File: config.mk
export PLATFORM = sky130hd
export DESIGN_NAME = marching_squares_cell_segments
export DESIGN_NICKNAME = d
export VERILOG_FILES = /design/src/hdl/mscs_pkg.sv /design/src/hdl/marching_squares_cell_segments.sv /design/src/hdl/mscs_div.sv /design/src/hdl/mscs_queue.sv /design/src/hdl/mscs_front.sv /design/src/hdl/mscs_back.sv
export VERILOG_INCLUDE_DIRS = /design/src /design/src/hdl
export SDC_FILE = /design/constraint.sdc
export NUM_CORES = 2
export LEC_CHECK = 0
export CAP_MARGIN = 20
export CELL_PAD_IN_SITES_DETAIL_PLACEMENT = 1
export CELL_PAD_IN_SITES_GLOBAL_PLACEMENT = 1
export CORE_MARGIN = 5
export CORE_UTILIZATION = 45
export DETAILED_ROUTE_END_ITERATION = 8
export DONT_BUFFER_PORTS = 1
export PLACE_DENSITY_LB_ADDON = 0.1
export SYNTH_ARGS = -nofsm -noshare
export SYNTH_HDL_FRONTEND = slang
export SYNTH_SLANG_ARGS = --single-unit
File: constraint.sdc
create_clock -name clk -period 18.7 [get_ports clk]
set_input_delay 4.675 -clock clk [delete_from_list [all_inputs] [get_ports clk]]
set_output_delay 4.675 -clock clk [all_outputs]
set_load 0.01 [all_outputs]
File: src/hdl/assert_macros.svh
// assertion macros shared by the block
`ifndef ASSERT_MACROS_SVH
`define ASSERT_MACROS_SVH

// checked outside reset
`define CHK(label, prop, msg) \
  label: assert property (@(posedge clk) disable iff (rst) prop) else $error(msg);

// checked on every edge, reset included
`define CHK_ALWAYS(label, prop, msg) \
  label: assert property (@(posedge clk) prop) else $error(msg);

`endif

File: src/hdl/mscs_pkg.sv
// types, constants and edge table for the marching squares cell block
package mscs_pkg;

  localparam int MAX_RESULTS = 32;
  localparam int RES_W       = $clog2(MAX_RESULTS + 1);
  localparam int ALT_W       = 16;
  localparam int ALTC_W      = 17;
  localparam int KW          = 18;
  localparam int LVL_W       = 35;
  localparam int COORD_W     = 32;
  localparam int SIZE_W      = 31;
  localparam int IDX_W       = 16;
  localparam int CFG_W       = 31;

  localparam logic signed [ALT_W-1:0] INVALID_ALT = 16'sh8000;

  localparam logic [1:0] CFG_STEP  = 2'd0;
  localparam logic [1:0] CFG_FIRST = 2'd1;
  localparam logic [1:0] CFG_SIZE  = 2'd2;

  typedef enum logic [2:0] {
    E_LEFT, E_RIGHT, E_TOP, E_BOTTOM, E_NONE, E_SADDLE
  } side_t;

  typedef struct packed {
    side_t s0;
    side_t s1;
  } side_pair_t;

  typedef struct packed {
    logic [15:0]        step;
    logic signed [15:0] first;
    logic [SIZE_W-1:0]  size;
  } cfg_t;

  typedef struct packed {
    logic [IDX_W-1:0]          idx;
    logic signed [LVL_W-1:0]   lvl;
    side_t                     s0;
    side_t                     s1;
    logic                      last;
    logic                      dropped;
    logic signed [ALTC_W-1:0]  a_lb;
    logic signed [ALTC_W-1:0]  a_lt;
    logic signed [ALTC_W-1:0]  a_rt;
    logic signed [ALTC_W-1:0]  a_rb;
    logic [COORD_W-1:0]        bottom;
    logic [COORD_W-1:0]        left;
  } seg_cmd_t;

  function automatic side_pair_t side_lookup(input logic [3:0] pat);
    side_pair_t p;
    unique case (pat)
      4'd0:  p = '{E_NONE,   E_NONE};
      4'd1:  p = '{E_LEFT,   E_BOTTOM};
      4'd2:  p = '{E_TOP,    E_LEFT};
      4'd3:  p = '{E_TOP,    E_BOTTOM};
      4'd4:  p = '{E_RIGHT,  E_TOP};
      4'd5:  p = '{E_SADDLE, E_SADDLE};
      4'd6:  p = '{E_RIGHT,  E_LEFT};
      4'd7:  p = '{E_RIGHT,  E_BOTTOM};
      4'd8:  p = '{E_BOTTOM, E_RIGHT};
      4'd9:  p = '{E_LEFT,   E_RIGHT};
      4'd10: p = '{E_SADDLE, E_SADDLE};
      4'd11: p = '{E_TOP,    E_RIGHT};
      4'd12: p = '{E_BOTTOM, E_TOP};
      4'd13: p = '{E_LEFT,   E_TOP};
      4'd14: p = '{E_BOTTOM, E_LEFT};
      default: p = '{E_NONE, E_NONE};
    endcase
    return p;
  endfunction

endpackage

File: src/hdl/marching_squares_cell_segments.sv
// top level: marching squares contour segments for one grid cell
// A cell is taken when start is high and busy is low; the front end then
// runs seven divisions for its corner correction and level range, scans
// the levels one at a time and steps through them again to issue one
// command per segment, held while the queue is full; busy stays high over
// that time. In the back end each segment end is interpolated on one 49-bit
// divider, shared by both ends, that makes one quotient bit per cycle. Each
// result is shown for one cycle with seg_valid and cannot be held off. The
// next cell may be taken while the back end still works off the earlier
// one's segments through a short queue.
module marching_squares_cell_segments #(
  parameter int MAX_LEVELS_PER_CELL = 16,
  parameter int QUEUE_DEPTH         = 2
) (
  input  logic                  clk,
  input  logic                  rst,
  input  logic                  start,
  output logic                  busy,
  input  logic signed [31:0]    cell_bottom,
  input  logic signed [31:0]    cell_left,
  input  logic signed [15:0]    alt_lb,
  input  logic signed [15:0]    alt_lt,
  input  logic signed [15:0]    alt_rt,
  input  logic signed [15:0]    alt_rb,
  input  logic                  cfg_valid,
  output logic                  cfg_ready,
  input  logic [1:0]            cfg_index,
  input  logic [mscs_pkg::CFG_W-1:0] cfg_data,
  output logic                  seg_valid,
  output logic [15:0]           level_index,
  output logic signed [31:0]    begin_lat,
  output logic signed [31:0]    begin_lon,
  output logic signed [31:0]    end_lat,
  output logic signed [31:0]    end_lon,
  output logic                  last,
  output logic                  levels_dropped
);
  import mscs_pkg::*;

  cfg_t     cfg;
  logic     q_push;
  logic     q_full;
  logic     q_pop;
  logic     q_empty;
  seg_cmd_t q_in;
  seg_cmd_t q_out;

  assign cfg_ready = 1'b1;

  always_ff @(posedge clk) begin
    if (rst) begin
      cfg.step  <= 16'd10;
      cfg.first <= 16'sd0;
      cfg.size  <= SIZE_W'(8388);
    end else if (cfg_valid && cfg_ready) begin
      unique case (cfg_index)
        CFG_STEP:  cfg.step  <= cfg_data[15:0];
        CFG_FIRST: cfg.first <= cfg_data[15:0];
        CFG_SIZE:  cfg.size  <= cfg_data[SIZE_W-1:0];
        default:   ;
      endcase
    end
  end

  mscs_front #(.MAX_LEVELS_PER_CELL(MAX_LEVELS_PER_CELL)) u_front (
    .clk         (clk),
    .rst         (rst),
    .start       (start),
    .busy        (busy),
    .cell_bottom (cell_bottom),
    .cell_left   (cell_left),
    .alt_lb      (alt_lb),
    .alt_lt      (alt_lt),
    .alt_rt      (alt_rt),
    .alt_rb      (alt_rb),
    .cfg         (cfg),
    .q_push      (q_push),
    .q_entry     (q_in),
    .q_full      (q_full)
  );

  mscs_queue #(.DEPTH(QUEUE_DEPTH)) u_queue (
    .clk       (clk),
    .rst       (rst),
    .push      (q_push),
    .push_data (q_in),
    .full      (q_full),
    .pop       (q_pop),
    .pop_data  (q_out),
    .empty     (q_empty)
  );

  mscs_back u_back (
    .clk            (clk),
    .rst            (rst),
    .cfg            (cfg),
    .q_empty        (q_empty),
    .q_data         (q_out),
    .q_pop          (q_pop),
    .seg_valid      (seg_valid),
    .level_index    (level_index),
    .begin_lat      (begin_lat),
    .begin_lon      (begin_lon),
    .end_lat        (end_lat),
    .end_lon        (end_lon),
    .last           (last),
    .levels_dropped (levels_dropped)
  );
endmodule

File: src/hdl/mscs_div.sv
// restoring unsigned divider, one quotient bit per cycle
`include "assert_macros.svh"
module mscs_div #(
  parameter int NW = 16,
  parameter int DW = 16
) (
  input  logic          clk,
  input  logic          rst,
  input  logic          start,
  input  logic [NW-1:0] dividend,
  input  logic [DW-1:0] divisor,
  output logic          done,
  output logic [NW-1:0] quotient,
  output logic [DW-1:0] remainder
);
  localparam int CW = $clog2(NW + 1);

  logic [NW-1:0] quo;
  logic [DW-1:0] rem;
  logic [DW-1:0] dvs;
  logic [CW-1:0] cnt;
  logic          running;
  logic [DW:0]   shifted;
  logic [DW:0]   diff;
  logic          ge;

  assign shifted = {rem, quo[NW-1]};
  assign diff    = shifted - {1'b0, dvs};
  assign ge      = shifted >= {1'b0, dvs};

  always_ff @(posedge clk) begin
    if (rst) begin
      running <= 1'b0;
      done    <= 1'b0;
      cnt     <= '0;
    end else begin
      done <= 1'b0;
      if (start) begin
        quo     <= dividend;
        rem     <= '0;
        dvs     <= divisor;
        cnt     <= '0;
        running <= 1'b1;
      end else if (running) begin
        rem <= ge ? diff[DW-1:0] : shifted[DW-1:0];
        quo <= {quo[NW-2:0], ge};
        cnt <= cnt + 1'b1;
        if (cnt == CW'(NW - 1)) begin
          running <= 1'b0;
          done    <= 1'b1;
        end
      end
    end
  end

  assign quotient  = quo;
  assign remainder = rem;

  `CHK_ALWAYS(a_done_pulse, done |=> !done, "divider done held longer than one cycle")
endmodule

File: src/hdl/mscs_queue.sv
// short queue of segment commands between front and back
module mscs_queue #(
  parameter int DEPTH = 2
) (
  input  logic                clk,
  input  logic                rst,
  input  logic                push,
  input  mscs_pkg::seg_cmd_t  push_data,
  output logic                full,
  input  logic                pop,
  output mscs_pkg::seg_cmd_t  pop_data,
  output logic                empty
);
  import mscs_pkg::*;
  localparam int AW = (DEPTH > 1) ? $clog2(DEPTH) : 1;
  localparam int NW = $clog2(DEPTH + 1);

  seg_cmd_t      mem [DEPTH];
  logic [AW-1:0] wptr;
  logic [AW-1:0] rptr;
  logic [NW-1:0] count;

  assign full     = count == NW'(DEPTH);
  assign empty    = count == '0;
  assign pop_data = mem[rptr];

  always_ff @(posedge clk) begin
    if (push && !full) begin
      mem[wptr] <= push_data;
    end
  end

  always_ff @(posedge clk) begin
    if (rst) begin
      wptr  <= '0;
      rptr  <= '0;
      count <= '0;
    end else begin
      if (push && !full) begin
        wptr <= (wptr == AW'(DEPTH - 1)) ? '0 : wptr + 1'b1;
      end
      if (pop && !empty) begin
        rptr <= (rptr == AW'(DEPTH - 1)) ? '0 : rptr + 1'b1;
      end
      count <= count + NW'(push && !full) - NW'(pop && !empty);
    end
  end
endmodule

File: src/hdl/mscs_front.sv
// front end: corner correction, level range, level scan and segment command issue
`include "assert_macros.svh"
module mscs_front #(
  parameter int MAX_LEVELS_PER_CELL = 16
) (
  input  logic                clk,
  input  logic                rst,
  input  logic                start,
  output logic                busy,
  input  logic signed [31:0]  cell_bottom,
  input  logic signed [31:0]  cell_left,
  input  logic signed [15:0]  alt_lb,
  input  logic signed [15:0]  alt_lt,
  input  logic signed [15:0]  alt_rt,
  input  logic signed [15:0]  alt_rb,
  input  mscs_pkg::cfg_t      cfg,
  output logic                q_push,
  output mscs_pkg::seg_cmd_t  q_entry,
  input  logic                q_full
);
  import mscs_pkg::*;
  localparam int LW = $clog2(MAX_LEVELS_PER_CELL + 1);

  typedef enum logic [2:0] {
    S_IDLE, S_MOD, S_RANGE, S_DIVS, S_BASE, S_SCAN, S_EMIT
  } state_t;

  state_t                   state;
  logic                     waiting;
  logic [1:0]               op;
  logic [COORD_W-1:0]       bottom;
  logic [COORD_W-1:0]       left;
  logic signed [ALT_W-1:0]  raw [4];
  logic signed [ALTC_W-1:0] corr [4];
  logic signed [ALTC_W-1:0] mn;
  logic signed [ALTC_W-1:0] mx;
  logic signed [ALTC_W-1:0] centre;
  logic signed [KW-1:0]     ceil_mn;
  logic signed [KW-1:0]     hik;
  logic signed [KW-1:0]     cf;
  logic signed [KW-1:0]     lo_k;
  logic signed [KW-1:0]     k;
  logic signed [LVL_W-1:0]  lvl0;
  logic signed [LVL_W-1:0]  lvl;
  logic [LW-1:0]            levels;
  logic [RES_W-1:0]         nseg;
  logic [RES_W-1:0]         pushed;
  logic                     dropped;
  logic                     half;

  logic [15:0]              step_eff;
  logic signed [ALTC_W-1:0] op_val;
  logic [ALTC_W-1:0]        op_mag;
  logic                     div_start;
  logic                     div_done;
  logic [15:0]              div_quo;
  logic [15:0]              div_rem;
  logic signed [KW-1:0]     q_ext;
  logic signed [KW-1:0]     ceil_v;
  logic signed [KW-1:0]     hi_v;
  logic signed [KW-1:0]     lo_k_v;
  logic signed [2*KW-1:0]   base_prod;
  logic signed [ALTC_W-1:0] mn_v;
  logic signed [ALTC_W-1:0] mx_v;
  logic signed [ALTC_W+1:0] sum_v;
  logic signed [ALTC_W+1:0] sum_neg;
  logic [3:0]               pat;
  side_pair_t               pair;
  logic [1:0]               need;
  logic                     c_high;
  side_t                    es0;
  side_t                    es1;
  logic signed [KW:0]       idx_diff;
  logic [IDX_W-1:0]         idx_v;
  logic                     is_last;
  logic                     scan_end;

  assign step_eff = (cfg.step == '0) ? 16'd1 : cfg.step;

  always_comb begin
    if (state == S_MOD) begin
      op_val = ALTC_W'(raw[op]);
    end else begin
      unique case (op)
        2'd0:    op_val = mn;
        2'd1:    op_val = mx;
        default: op_val = ALTC_W'(cfg.first);
      endcase
    end
    op_mag = op_val[ALTC_W-1] ? ALTC_W'(-op_val) : ALTC_W'(op_val);
  end

  assign div_start = (state == S_MOD || state == S_DIVS) && !waiting;

  mscs_div #(.NW(16), .DW(16)) u_div (
    .clk       (clk),
    .rst       (rst),
    .start     (div_start),
    .dividend  (op_mag[15:0]),
    .divisor   (step_eff),
    .done      (div_done),
    .quotient  (div_quo),
    .remainder (div_rem)
  );

  assign q_ext  = $signed({2'b00, div_quo});
  assign ceil_v = op_val[ALTC_W-1] ? -q_ext : q_ext + KW'(div_rem != '0);
  assign hi_v   = (op_val > 0) ? q_ext + KW'(1) : -q_ext;
  assign lo_k_v = (ceil_mn > cf) ? ceil_mn : cf;
  assign base_prod = lo_k_v * $signed({2'b00, step_eff});

  always_comb begin
    mn_v = corr[0];
    mx_v = corr[0];
    for (int i = 1; i < 4; i++) begin
      if (corr[i] < mn_v) mn_v = corr[i];
      if (corr[i] > mx_v) mx_v = corr[i];
    end
    sum_v   = (ALTC_W+2)'(corr[0]) + (ALTC_W+2)'(corr[1])
            + (ALTC_W+2)'(corr[2]) + (ALTC_W+2)'(corr[3]);
    sum_neg = -sum_v;
  end

  always_comb begin
    for (int i = 0; i < 4; i++) begin
      pat[i] = LVL_W'(corr[i]) > lvl;
    end
    pair   = side_lookup(pat);
    c_high = LVL_W'(centre) > lvl;
    unique case (pair.s0)
      E_NONE:   need = 2'd0;
      E_SADDLE: need = 2'd2;
      default:  need = 2'd1;
    endcase
    es0 = pair.s0;
    es1 = pair.s1;
    if (pair.s0 == E_SADDLE) begin
      priority if (c_high && pat[0]) begin
        es0 = half ? E_RIGHT : E_LEFT;
        es1 = half ? E_BOTTOM : E_TOP;
      end else if (c_high) begin
        es0 = half ? E_TOP : E_BOTTOM;
        es1 = half ? E_RIGHT : E_LEFT;
      end else if (pat[0]) begin
        es0 = half ? E_RIGHT : E_LEFT;
        es1 = half ? E_TOP : E_BOTTOM;
      end else begin
        es0 = half ? E_BOTTOM : E_TOP;
        es1 = half ? E_RIGHT : E_LEFT;
      end
    end
    idx_diff = (KW+1)'(k) - (KW+1)'(cf);
    idx_v    = (idx_diff > (KW+1)'(65535)) ? 16'hFFFF : idx_diff[IDX_W-1:0];
    is_last  = (pushed + 1'b1) == nseg;
  end

  assign scan_end = (k >= hik) || (levels == LW'(MAX_LEVELS_PER_CELL))
                  || ((RES_W+1)'(nseg) + (RES_W+1)'(need) > (RES_W+1)'(MAX_RESULTS));

  assign q_push = (state == S_EMIT) && (need != 2'd0) && !q_full;

  always_comb begin
    q_entry.idx     = idx_v;
    q_entry.lvl     = lvl;
    q_entry.s0      = es0;
    q_entry.s1      = es1;
    q_entry.last    = is_last;
    q_entry.dropped = dropped;
    q_entry.a_lb    = corr[0];
    q_entry.a_lt    = corr[1];
    q_entry.a_rt    = corr[2];
    q_entry.a_rb    = corr[3];
    q_entry.bottom  = bottom;
    q_entry.left    = left;
  end

  assign busy = state != S_IDLE;

  always_ff @(posedge clk) begin
    if (rst) begin
      state   <= S_IDLE;
      waiting <= 1'b0;
      op      <= '0;
    end else begin
      unique case (state)
        S_IDLE: begin
          if (start) begin
            bottom  <= cell_bottom;
            left    <= cell_left;
            raw[0]  <= alt_lb;
            raw[1]  <= alt_lt;
            raw[2]  <= alt_rt;
            raw[3]  <= alt_rb;
            op      <= '0;
            waiting <= 1'b0;
            state   <= S_MOD;
          end
        end
        S_MOD: begin
          if (!waiting) begin
            waiting <= 1'b1;
          end else if (div_done) begin
            waiting <= 1'b0;
            corr[op] <= (raw[op] != INVALID_ALT && div_rem == '0)
                        ? ALTC_W'(raw[op]) + ALTC_W'(1) : ALTC_W'(raw[op]);
            op <= op + 1'b1;
            if (op == 2'd3) begin
              state <= S_RANGE;
            end
          end
        end
        S_RANGE: begin
          mn     <= mn_v;
          mx     <= mx_v;
          centre <= sum_v[ALTC_W+1] ? -ALTC_W'(sum_neg >>> 2) : ALTC_W'(sum_v >>> 2);
          op     <= '0;
          state  <= S_DIVS;
        end
        S_DIVS: begin
          if (!waiting) begin
            waiting <= 1'b1;
          end else if (div_done) begin
            waiting <= 1'b0;
            op      <= op + 1'b1;
            unique case (op)
              2'd0:    ceil_mn <= ceil_v;
              2'd1:    hik     <= hi_v;
              default: begin
                cf    <= ceil_v;
                state <= S_BASE;
              end
            endcase
          end
        end
        S_BASE: begin
          lo_k    <= lo_k_v;
          k       <= lo_k_v;
          lvl0    <= base_prod[LVL_W-1:0];
          lvl     <= base_prod[LVL_W-1:0];
          levels  <= '0;
          nseg    <= '0;
          dropped <= 1'b0;
          state   <= S_SCAN;
        end
        S_SCAN: begin
          if (scan_end) begin
            dropped <= k < hik;
            k       <= lo_k;
            lvl     <= lvl0;
            pushed  <= '0;
            half    <= 1'b0;
            state   <= (nseg == '0) ? S_IDLE : S_EMIT;
          end else begin
            nseg   <= nseg + RES_W'(need);
            levels <= levels + 1'b1;
            k      <= k + KW'(1);
            lvl    <= lvl + LVL_W'(step_eff);
          end
        end
        S_EMIT: begin
          if (need == 2'd0) begin
            k   <= k + KW'(1);
            lvl <= lvl + LVL_W'(step_eff);
          end else if (!q_full) begin
            pushed <= pushed + 1'b1;
            if (is_last) begin
              state <= S_IDLE;
            end
            if (need == 2'd1 || half) begin
              half <= 1'b0;
              k    <= k + KW'(1);
              lvl  <= lvl + LVL_W'(step_eff);
            end else begin
              half <= 1'b1;
            end
          end
        end
        default: state <= S_IDLE;
      endcase
    end
  end

  `CHK(a_push_room, q_push |-> !q_full, "segment command pushed into a full queue")
  `CHK(a_start_busy, (start && !busy) |=> busy, "accepted cell did not raise busy")
endmodule

File: src/hdl/mscs_back.sv
// back end: edge interpolation through a shared divider and result output
`include "assert_macros.svh"
module mscs_back (
  input  logic                clk,
  input  logic                rst,
  input  mscs_pkg::cfg_t      cfg,
  input  logic                q_empty,
  input  mscs_pkg::seg_cmd_t  q_data,
  output logic                q_pop,
  output logic                seg_valid,
  output logic [15:0]         level_index,
  output logic signed [31:0]  begin_lat,
  output logic signed [31:0]  begin_lon,
  output logic signed [31:0]  end_lat,
  output logic signed [31:0]  end_lon,
  output logic                last,
  output logic                levels_dropped
);
  import mscs_pkg::*;
  localparam int NUM_W  = ALTC_W + 1;
  localparam int PROD_W = SIZE_W + ALTC_W;
  localparam int DIVN_W = PROD_W + 1;
  localparam int DIVD_W = ALTC_W + 1;

  typedef enum logic [2:0] {B_IDLE, B_SETUP, B_MUL, B_DIV, B_OUT} state_t;

  state_t              state;
  seg_cmd_t            cmd;
  logic                pt;
  logic                waiting;
  logic [ALTC_W-1:0]   numc;
  logic [ALTC_W-1:0]   den;
  logic                zero;
  logic [PROD_W-1:0]   prod;
  logic [COORD_W-1:0]  off;
  logic [COORD_W-1:0]  b_lat;
  logic [COORD_W-1:0]  b_lon;

  side_t                   side;
  logic signed [ALTC_W-1:0] a1;
  logic signed [ALTC_W-1:0] a2;
  logic signed [LVL_W:0]    num_s;
  logic signed [NUM_W-1:0]  den_s;
  logic signed [LVL_W:0]    num_a;
  logic signed [NUM_W-1:0]  den_a;
  logic                     zero_v;
  logic [ALTC_W-1:0]        numc_v;
  logic                     div_start;
  logic                     div_done;
  logic [DIVN_W-1:0]        div_quo;
  logic [DIVD_W-1:0]        div_rem;
  logic [COORD_W-1:0]       off_v;
  logic [COORD_W-1:0]       p_lat;
  logic [COORD_W-1:0]       p_lon;

  assign side = pt ? cmd.s1 : cmd.s0;

  always_comb begin
    unique case (side)
      E_LEFT:   begin a1 = cmd.a_lb; a2 = cmd.a_lt; end
      E_RIGHT:  begin a1 = cmd.a_rb; a2 = cmd.a_rt; end
      E_TOP:    begin a1 = cmd.a_lt; a2 = cmd.a_rt; end
      default:  begin a1 = cmd.a_lb; a2 = cmd.a_rb; end
    endcase
    num_s = (LVL_W+1)'(a1) - (LVL_W+1)'(cmd.lvl);
    den_s = NUM_W'(a1) - NUM_W'(a2);
    num_a = den_s[NUM_W-1] ? -num_s : num_s;
    den_a = den_s[NUM_W-1] ? -den_s : den_s;
    zero_v = (den_a == '0) || (num_a <= 0);
    numc_v = (num_a > (LVL_W+1)'(den_a)) ? den_a[ALTC_W-1:0] : num_a[ALTC_W-1:0];
  end

  assign div_start = (state == B_DIV) && !waiting;

  mscs_div #(.NW(DIVN_W), .DW(DIVD_W)) u_div (
    .clk       (clk),
    .rst       (rst),
    .start     (div_start),
    .dividend  ({prod, 1'b0} + DIVN_W'(den)),
    .divisor   ({den, 1'b0}),
    .done      (div_done),
    .quotient  (div_quo),
    .remainder (div_rem)
  );

  always_comb begin
    off_v = div_quo[COORD_W-1:0];
    unique case (side)
      E_LEFT:   begin p_lat = cmd.bottom + off; p_lon = cmd.left; end
      E_RIGHT:  begin p_lat = cmd.bottom + off; p_lon = cmd.left + COORD_W'(cfg.size); end
      E_TOP:    begin p_lat = cmd.bottom + COORD_W'(cfg.size); p_lon = cmd.left + off; end
      default:  begin p_lat = cmd.bottom; p_lon = cmd.left + off; end
    endcase
  end

  assign q_pop = (state == B_IDLE) && !q_empty;

  always_ff @(posedge clk) begin
    if (rst) begin
      state     <= B_IDLE;
      waiting   <= 1'b0;
      seg_valid <= 1'b0;
    end else begin
      seg_valid <= 1'b0;
      unique case (state)
        B_IDLE: begin
          if (!q_empty) begin
            cmd   <= q_data;
            pt    <= 1'b0;
            state <= B_SETUP;
          end
        end
        B_SETUP: begin
          numc  <= numc_v;
          den   <= den_a[ALTC_W-1:0];
          zero  <= zero_v;
          state <= B_MUL;
        end
        B_MUL: begin
          prod <= PROD_W'(cfg.size) * PROD_W'(numc);
          if (zero) begin
            off   <= '0;
            state <= B_OUT;
          end else begin
            waiting <= 1'b0;
            state   <= B_DIV;
          end
        end
        B_DIV: begin
          if (!waiting) begin
            waiting <= 1'b1;
          end else if (div_done) begin
            waiting <= 1'b0;
            off     <= off_v;
            state   <= B_OUT;
          end
        end
        B_OUT: begin
          if (!pt) begin
            b_lat <= p_lat;
            b_lon <= p_lon;
            pt    <= 1'b1;
            state <= B_SETUP;
          end else begin
            seg_valid      <= 1'b1;
            level_index    <= cmd.idx;
            begin_lat      <= b_lat;
            begin_lon      <= b_lon;
            end_lat        <= p_lat;
            end_lon        <= p_lon;
            last           <= cmd.last;
            levels_dropped <= cmd.dropped;
            state          <= B_IDLE;
          end
        end
        default: state <= B_IDLE;
      endcase
    end
  end

  `CHK(a_strobe_gap, seg_valid |=> !seg_valid, "two results on consecutive cycles")
  `CHK(a_pop_nonempty, q_pop |-> !q_empty, "pop from an empty queue")
endmodule
* Word-level counts from Yosys, hierarchy flattened
Memory sizes are Yosys's and may differ from the RTL's. A register that Yosys moved wholly into a read port is not among the register bits.
Index checks and enable logic that the tools add are counted.
** Operators by class
- Add/subtract/negate cells :: 36
- $mul :: 2
- Order comparisons :: 21
- Equality and inequality tests :: 46
- Mux-type cells :: 130
- Bitwise logic cells :: 7
- Reductions and logical operators :: 79
** Operators by type and width (count)
- 32-bit case mux with 2 select lines :: 3
- 18-bit 2-to-1 mux :: 10
- 17-bit by 35-bit > comparator with 1-bit output :: 5
- 17-bit 2-to-1 mux :: 9
- 35-bit 2-to-1 mux :: 4
- 16-bit 2-to-1 mux :: 8
- 35-bit case mux with 3 select lines :: 1
- 17-bit case mux with 2 select lines :: 3
- 49-bit 2-to-1 mux :: 2
- 32-bit 2-to-1 mux :: 3
- 3-bit 2-to-1 mux :: 25
- 32-bit by 31-bit adder with 32-bit output :: 2
- 32-bit adder :: 2
- 18-bit case mux with 3 select lines :: 1
- 17-bit > comparator :: 3
- 17-bit < comparator :: 3
- 49-bit by 17-bit adder with 49-bit output :: 1
- 31-bit by 17-bit multiplier with 48-bit output :: 1
- 1-bit 2-to-1 mux :: 38
- 36-bit by 18-bit > comparator with 1-bit output :: 1
- 36-bit by 1-bit less-or-equal comparator with 1-bit output (second input constant) :: 1
- 36-bit 2-to-1 mux :: 1
- 16-bit negator with 18-bit output :: 2
- 36-bit negator :: 1
- other kinds (76) :: 191
** Storage, ports and cells
- Bits in registers :: 845
- Memory bits (writable) :: 514
- Memory bits (read-only) :: 96
- Bits of input ports :: 165
- Memories :: 4
** Memory list
- u_queue.mem :: words 2, width 191, read ports 1, clocked after Yosys merged registers in 1, wr ports 1, line mscs_queue.sv:18 : seg_cmd_t mem [DEPTH];
- (no name shown) :: words 16, width 6, read ports 1, clocked after Yosys merged registers in 0, wr ports 0, line mscs_pkg.sv:53 : unique case (pat)
- u_front.corr :: words 4, width 17, read ports 4, clocked after Yosys merged registers in 0, wr ports 1, line mscs_front.sv:34 : logic signed [ALTC_W-1:0] corr [4];
- u_front.raw :: words 4, width 16, read ports 1, clocked after Yosys merged registers in 1, wr ports 4, line mscs_front.sv:33 : logic signed [ALT_W-1:0] raw [4];

* Depth between registers and ports, before layout
An unclocked memory read counts as a cell.
- Depth after elaboration :: 11
- Depth in mapped cells :: 41
- Depth with buffers taken out :: 41

* Modules after synthesis
A second synthesis with hierarchy kept.
** Second synthesis, totals
- Cell total of the unflattened synthesis :: 9869
- Area total of the unflattened synthesis :: 109626.4 sq um
** By module, submodules not included
- mscs_back :: times used 1, cells each 4327, area each 44023.5 sq um, sequential area each 15625.0 sq um
- mscs_front :: times used 1, cells each 4022, area each 40930.5 sq um, sequential area each 12952.4 sq um
- mscs_queue :: times used 1, cells each 622, area each 14144.8 sq um, sequential area each 11571.1 sq um
- mscs_div at u_back.u_div :: times used 1, cells each 384, area each 4793.3 sq um, sequential area each 2712.6 sq um
- mscs_div at u_front.u_div :: times used 1, cells each 261, area each 3075.4 sq um, sequential area each 1581.5 sq um
- marching_squares_cell_segments :: times used 1, cells each 253, area each 2658.8 sq um, sequential area each 1261.2 sq um

* Worst setup path after synthesis
Ideal clock, no wire load.
- Path type :: input -> register
- Start point :: input rst
- End point :: register u_back.begin_lat[0], enable pin
- Arrival :: 15.692 ns
- Slack :: 2.148 ns
- Stages :: 3
- Buffers on the path :: 2
- Cells stage by stage :: clkbuf_1 clkbuf_1 nor3b_1
** Between the ends
- Word-level cells in the longest chain between the ends :: 2
** Ends and longest elaborated chain
- start: declaration :: line marching_squares_cell_segments.sv:16 : input logic rst,
- 1-bit NOT (no source line)
- 3-bit AND reduction (no source line)
- end signal: assignment :: line mscs_back.sv:147 : begin_lat <= b_lat;
- end: declaration :: line mscs_back.sv:12 : output logic signed [31:0] begin_lat,
Every way passes these cells.
A chain may end at the register's enable or synchronous reset.

* Worst setup path in the final report
- Start point :: register u_front.cf[1]
- End point :: register u_front.lvl[34] (data pin)
** Between the ends
- Word-level cells in the longest chain between the ends :: 4
** Ends and longest elaborated chain
- start: declaration :: line mscs_front.sv:40 : logic signed [KW-1:0] cf;
- start signal: assignment :: line mscs_front.sv:229 : cf <= ceil_v;
- 18-bit > comparator :: line mscs_front.sv:109 : assign lo_k_v = (ceil_mn > cf) ? ceil_mn : cf;
- 18-bit 2-to-1 mux (*) :: line mscs_front.sv:109
- 18-bit by 17-bit multiplier with 35-bit output (*) :: line mscs_front.sv:110 : assign base_prod = lo_k_v * $signed({2'b00, step_eff});
- via u_front.base_prod[34] :: line mscs_front.sv:62 : logic signed [2*KW-1:0] base_prod;
- 35-bit case mux with 3 select lines (*) :: line mscs_front.sv:185 : unique case (state)
- end signal: assignment :: line mscs_front.sv:239 : lvl <= base_prod[LVL_W-1:0];
- end signal: assignment :: line mscs_front.sv:249 : lvl <= lvl0;
- end signal: assignment :: line mscs_front.sv:257 : lvl <= lvl + LVL_W'(step_eff);
- end: declaration :: line mscs_front.sv:44 : logic signed [LVL_W-1:0] lvl;
The timed path passes the listed nets; every way through them passes the cells marked *.

==> impl_metrics.csv <==
group,metric,value,unit
cts,cts.sinks,1549,
logic_synthesis,yosysUniqueCellTypes,95,
cells_and_area,area_growth,9.31,%
cts,cts_resized,0,
routing,drtPass1Iterations,6,
cells_and_area,fin_cells,13000,
cts,cts_buffers,175,
logic_synthesis,synthesis.nets,11500,
cells_and_area,regArea,45600,µm²
cts,cts_htree_levels,4,
sta,clock-skew-final,62.9,ps
die,dieArea,249000,µm²
sta,max_slew_margin,21.3,%
setup_path,max_stage_delay,670,ps
min_path,holdPathEnd,"u_back.begin_lat[27]",
flow_run,drv_cap,0,
routing,routed_wl,336000,µm
placement,gp_congestion,0.877,
power_and_ir_drop,p_per_area,135,nW/µm²
cts,root_buffer,"clkbuf_16",
logic_synthesis,synth-seq-area-share,42.3,%
sta,min_period,10710,ps
min_path,hp-class,"reg2reg",
setup_path,start_kind,"flip-flop",
placement,dp.cells,12600,
logic_synthesis,ys_ff_latch,1549,
setup_path,r2r-end,"u_front.lvl[34]",
cts,cts_tree,"yes",
outcome,status,"complete, no violations",
global_routing,grt_max_degree,147,
power_and_ir_drop,vdd_drop_max,0.000226,V
placement,dpl_cell_area,112000,µm²
logic_synthesis,netlist_area,108000,µm²
sta,worst_hold_slack,414,ps
cells_and_area,fin_nets,11400,
setup_path,path_max_fanout,18,
logic_synthesis,yosys_warnings,0,
sta,tns,0,ps
setup_path,crit_slowest_cell,"o21ai_1",
die,start_util,45.3,%
setup_path,cp.arrival,11280,ps
cells_and_area,drive_above_1_share,8.42,%
global_routing,antenna_found_initial,23,
cts,hold_buffers,0,
min_path,hp-start,"u_back.b_lat[27]",
cts,clk_pin_slew,70,ps
routing,drcViolationCount,0,
global_routing,grt_pass1_wl,504000,µm
setup_path,crit_type,"reg2reg",
setup_path,cpMostUsedCell,"fa_1",
min_path,min_path_cells,0,
die,row_count,179,
logic_synthesis,postSynthAreaPerCell,11.1,µm²
die,core-area,238000,µm²
logic_synthesis,async_flop_share,0,%
routing,ant_nets,0,
routing,routedWlPerCell,25.9,µm
sta,tightest_slew,1180,ps
global_routing,grtUsageTotal,26.6,%
logic_synthesis,synth_cells,9730,
routing,drt_iter0_markers,4856,
setup_path,r2r_start,"u_front.cf[1]",
cts,clock_path_buffers,3,
setup_path,worstSetupEndpointType,"flip-flop",
placement,placement.io_buffers,0,
global_routing,grt_pass1_vias,79200,
global_routing,grt_overflow,0,
sta,report.final.slew_viol_count,0,
cts,clk_latency,860,ps
power_and_ir_drop,power_leakage,48.3,nW
sta,clock.fmax,93.4,MHz
sta,rsz0062_at_grt,"false",
sta,finalCritPeriodShare,57.3,%
cells_and_area,multi_input_area,56500,µm²
setup_path,r2r_cells,39,
sta,finalSetupViolations,0,
die,pin_count,314,
placement,hpwl,254000,µm
logic_synthesis,synth_edf_count,1454,
routing,dr_total_vias,73600,
sta,hold_viol_final,0,
cells_and_area,fill_cells,25100,
cells_and_area,fin_area,118000,µm²
setup_path,r2r_slack,7990,ps
cts,postCtsSetupRepairBufs,0,
routing,viasPerCell,5.68,
die,die_width,499,µm
setup_path,required,19270,ps
logic_synthesis,synth_top_flop_cell,"edfxtp_1",
die,die_height,499,µm
## per-layer routing
layer	global-route usage (%)	up-vias	routed length [µm]
li1	-	33300	-
met1	34.3	38100	142000
met2	46.6	1716	167000
met3	3.34	479	14600
met4	9.00	2	12700
met5	0	-	13
## cells in the mapped netlist (all sizes together), types with 24 or more instances
library cell	count	area [µm²]
edfxtp	1454	43700
nand2	1201	4510
inv	1156	4340
ha	786	9830
fa	772	15500
nor2	419	1570
a21oi	405	2030
o21ai	394	1970
clkbuf	381	1430
xnor2	298	2620
mux2	291	3280
and2	290	1820
a21o	215	1610
xor2	165	1450
nand3	134	676
nand4	125	782
mux2i	103	1030
nor3	98	490
dfxtp	95	1900
nor2b	83	519
and3	80	500
a22oi	62	465
nand2b	57	357
o21a	56	420
a31oi	44	275
o211ai	44	330
a211oi	36	275
nor4	36	238
buf	32	141
or3	32	200
o21bai	30	225
or2	26	163
o31ai	24	180
## kinds of logic (layout without fill, tap and decap cells)
kind of cell | after synthesis | after routing | synth area share (%)
AOI/OAI and AO/OA | 1519 | 1519 | 9.02
xor gates and xnor gates | 463 | 463 | 3.78
adders and majority gates | 1558 | 1558 | 23.5
buffers and inverters | 1569 | 1629 | 5.49
DFF | 1549 | 1549 | 42.3
muxes | 410 | 410 | 4.33
other | 1 | 8 | 0.00348
and+or+nand+nor | 2661 | 2661 | 11.6
## cell type report
| cell class | count | area share, % |
|---|---|---|
| Antenna cell | 7 | 0.0149 |
| Clock buffer | 217 | 3.98 |
| Clock inverter | 108 | 1.28 |
| Inverter | 1156 | 3.68 |
| Multi-Input combinational cell | 6612 | 48.0 |
| Sequential cell | 1549 | 38.7 |
| Tap cell | 3167 | 3.36 |
| Timing Repair Buffer | 148 | 1.02 |
## worst max path at each step
stage / start / end / depth (start not counted)
finish: u_front.cf[1] / u_front.lvl[34] / 39
floorplan: rst / u_back.begin_lat[0] / 3
global route: u_front.cf[1] / u_front.lvl[34] / 39
detailed placement: u_front.cf[1] / u_front.lvl[34] / 39
global placement: u_front.cf[1] / u_front.lvl[34] / 39
CTS: u_front.cf[1] / u_front.lvl[34] / 39
## worst max-delay path, delay by kind of cell (launching register included)
kind	cells	cell delay, ps
AOI/OAI and AO/OA	17	4160
xor gates and xnor gates	1	110
adders and majority gates	8	3630
buffers and inverters	6	630
DFF	1	400
muxes	1	560
and+or+nand+nor	6	940
## power breakdown
group	total, mW	switching (mW)	internal [mW]
logic	7.79	4.74	3.05
registers	4.51	0.151	4.35
clock network	3.66	1.53	2.13
total	16.0	6.42	9.53
## through the flow
step / utilization [%] / power (mW) / setup WS, ps
finish: 49.5 / 16.0 / 7990
global placement: 46.8 / 12.1 / 8320
floorplan: - / 10.1 / 2150
CTS: 49.4 / 16.1 / 8020
detailed placement: 46.8 / 12.4 / 8080
global route: 49.5 / 17.1 / 7420
## state kept, by name, indices dropped and copies added (netlist names), 35 cells and up, named ones only
signal,count
u_front.raw,64
cfg,63
u_back.u_div.quotient,49
u_front.corr,68
u_front.lvl,35
u_back.prod,48
u_front.lvl0,35
u_back.cmd,190
u_queue.mem,380
## placed cells by master (no fill, tap or decap), drive strengths merged, types with 148 or more instances in the layout
cell type,netlist,routed
xnor2,298,298
a21oi,405,405
nor2,419,419
mux2,291,291
fa,772,772
a21o,215,215
edfxtp,1454,1454
clkbuf,381,217
xor2,165,165
o21ai,394,394
ha,786,786
buf,32,148
nand2,1201,1201
inv,1156,1162
and2,290,290
(Power assumes the default switching activity.)
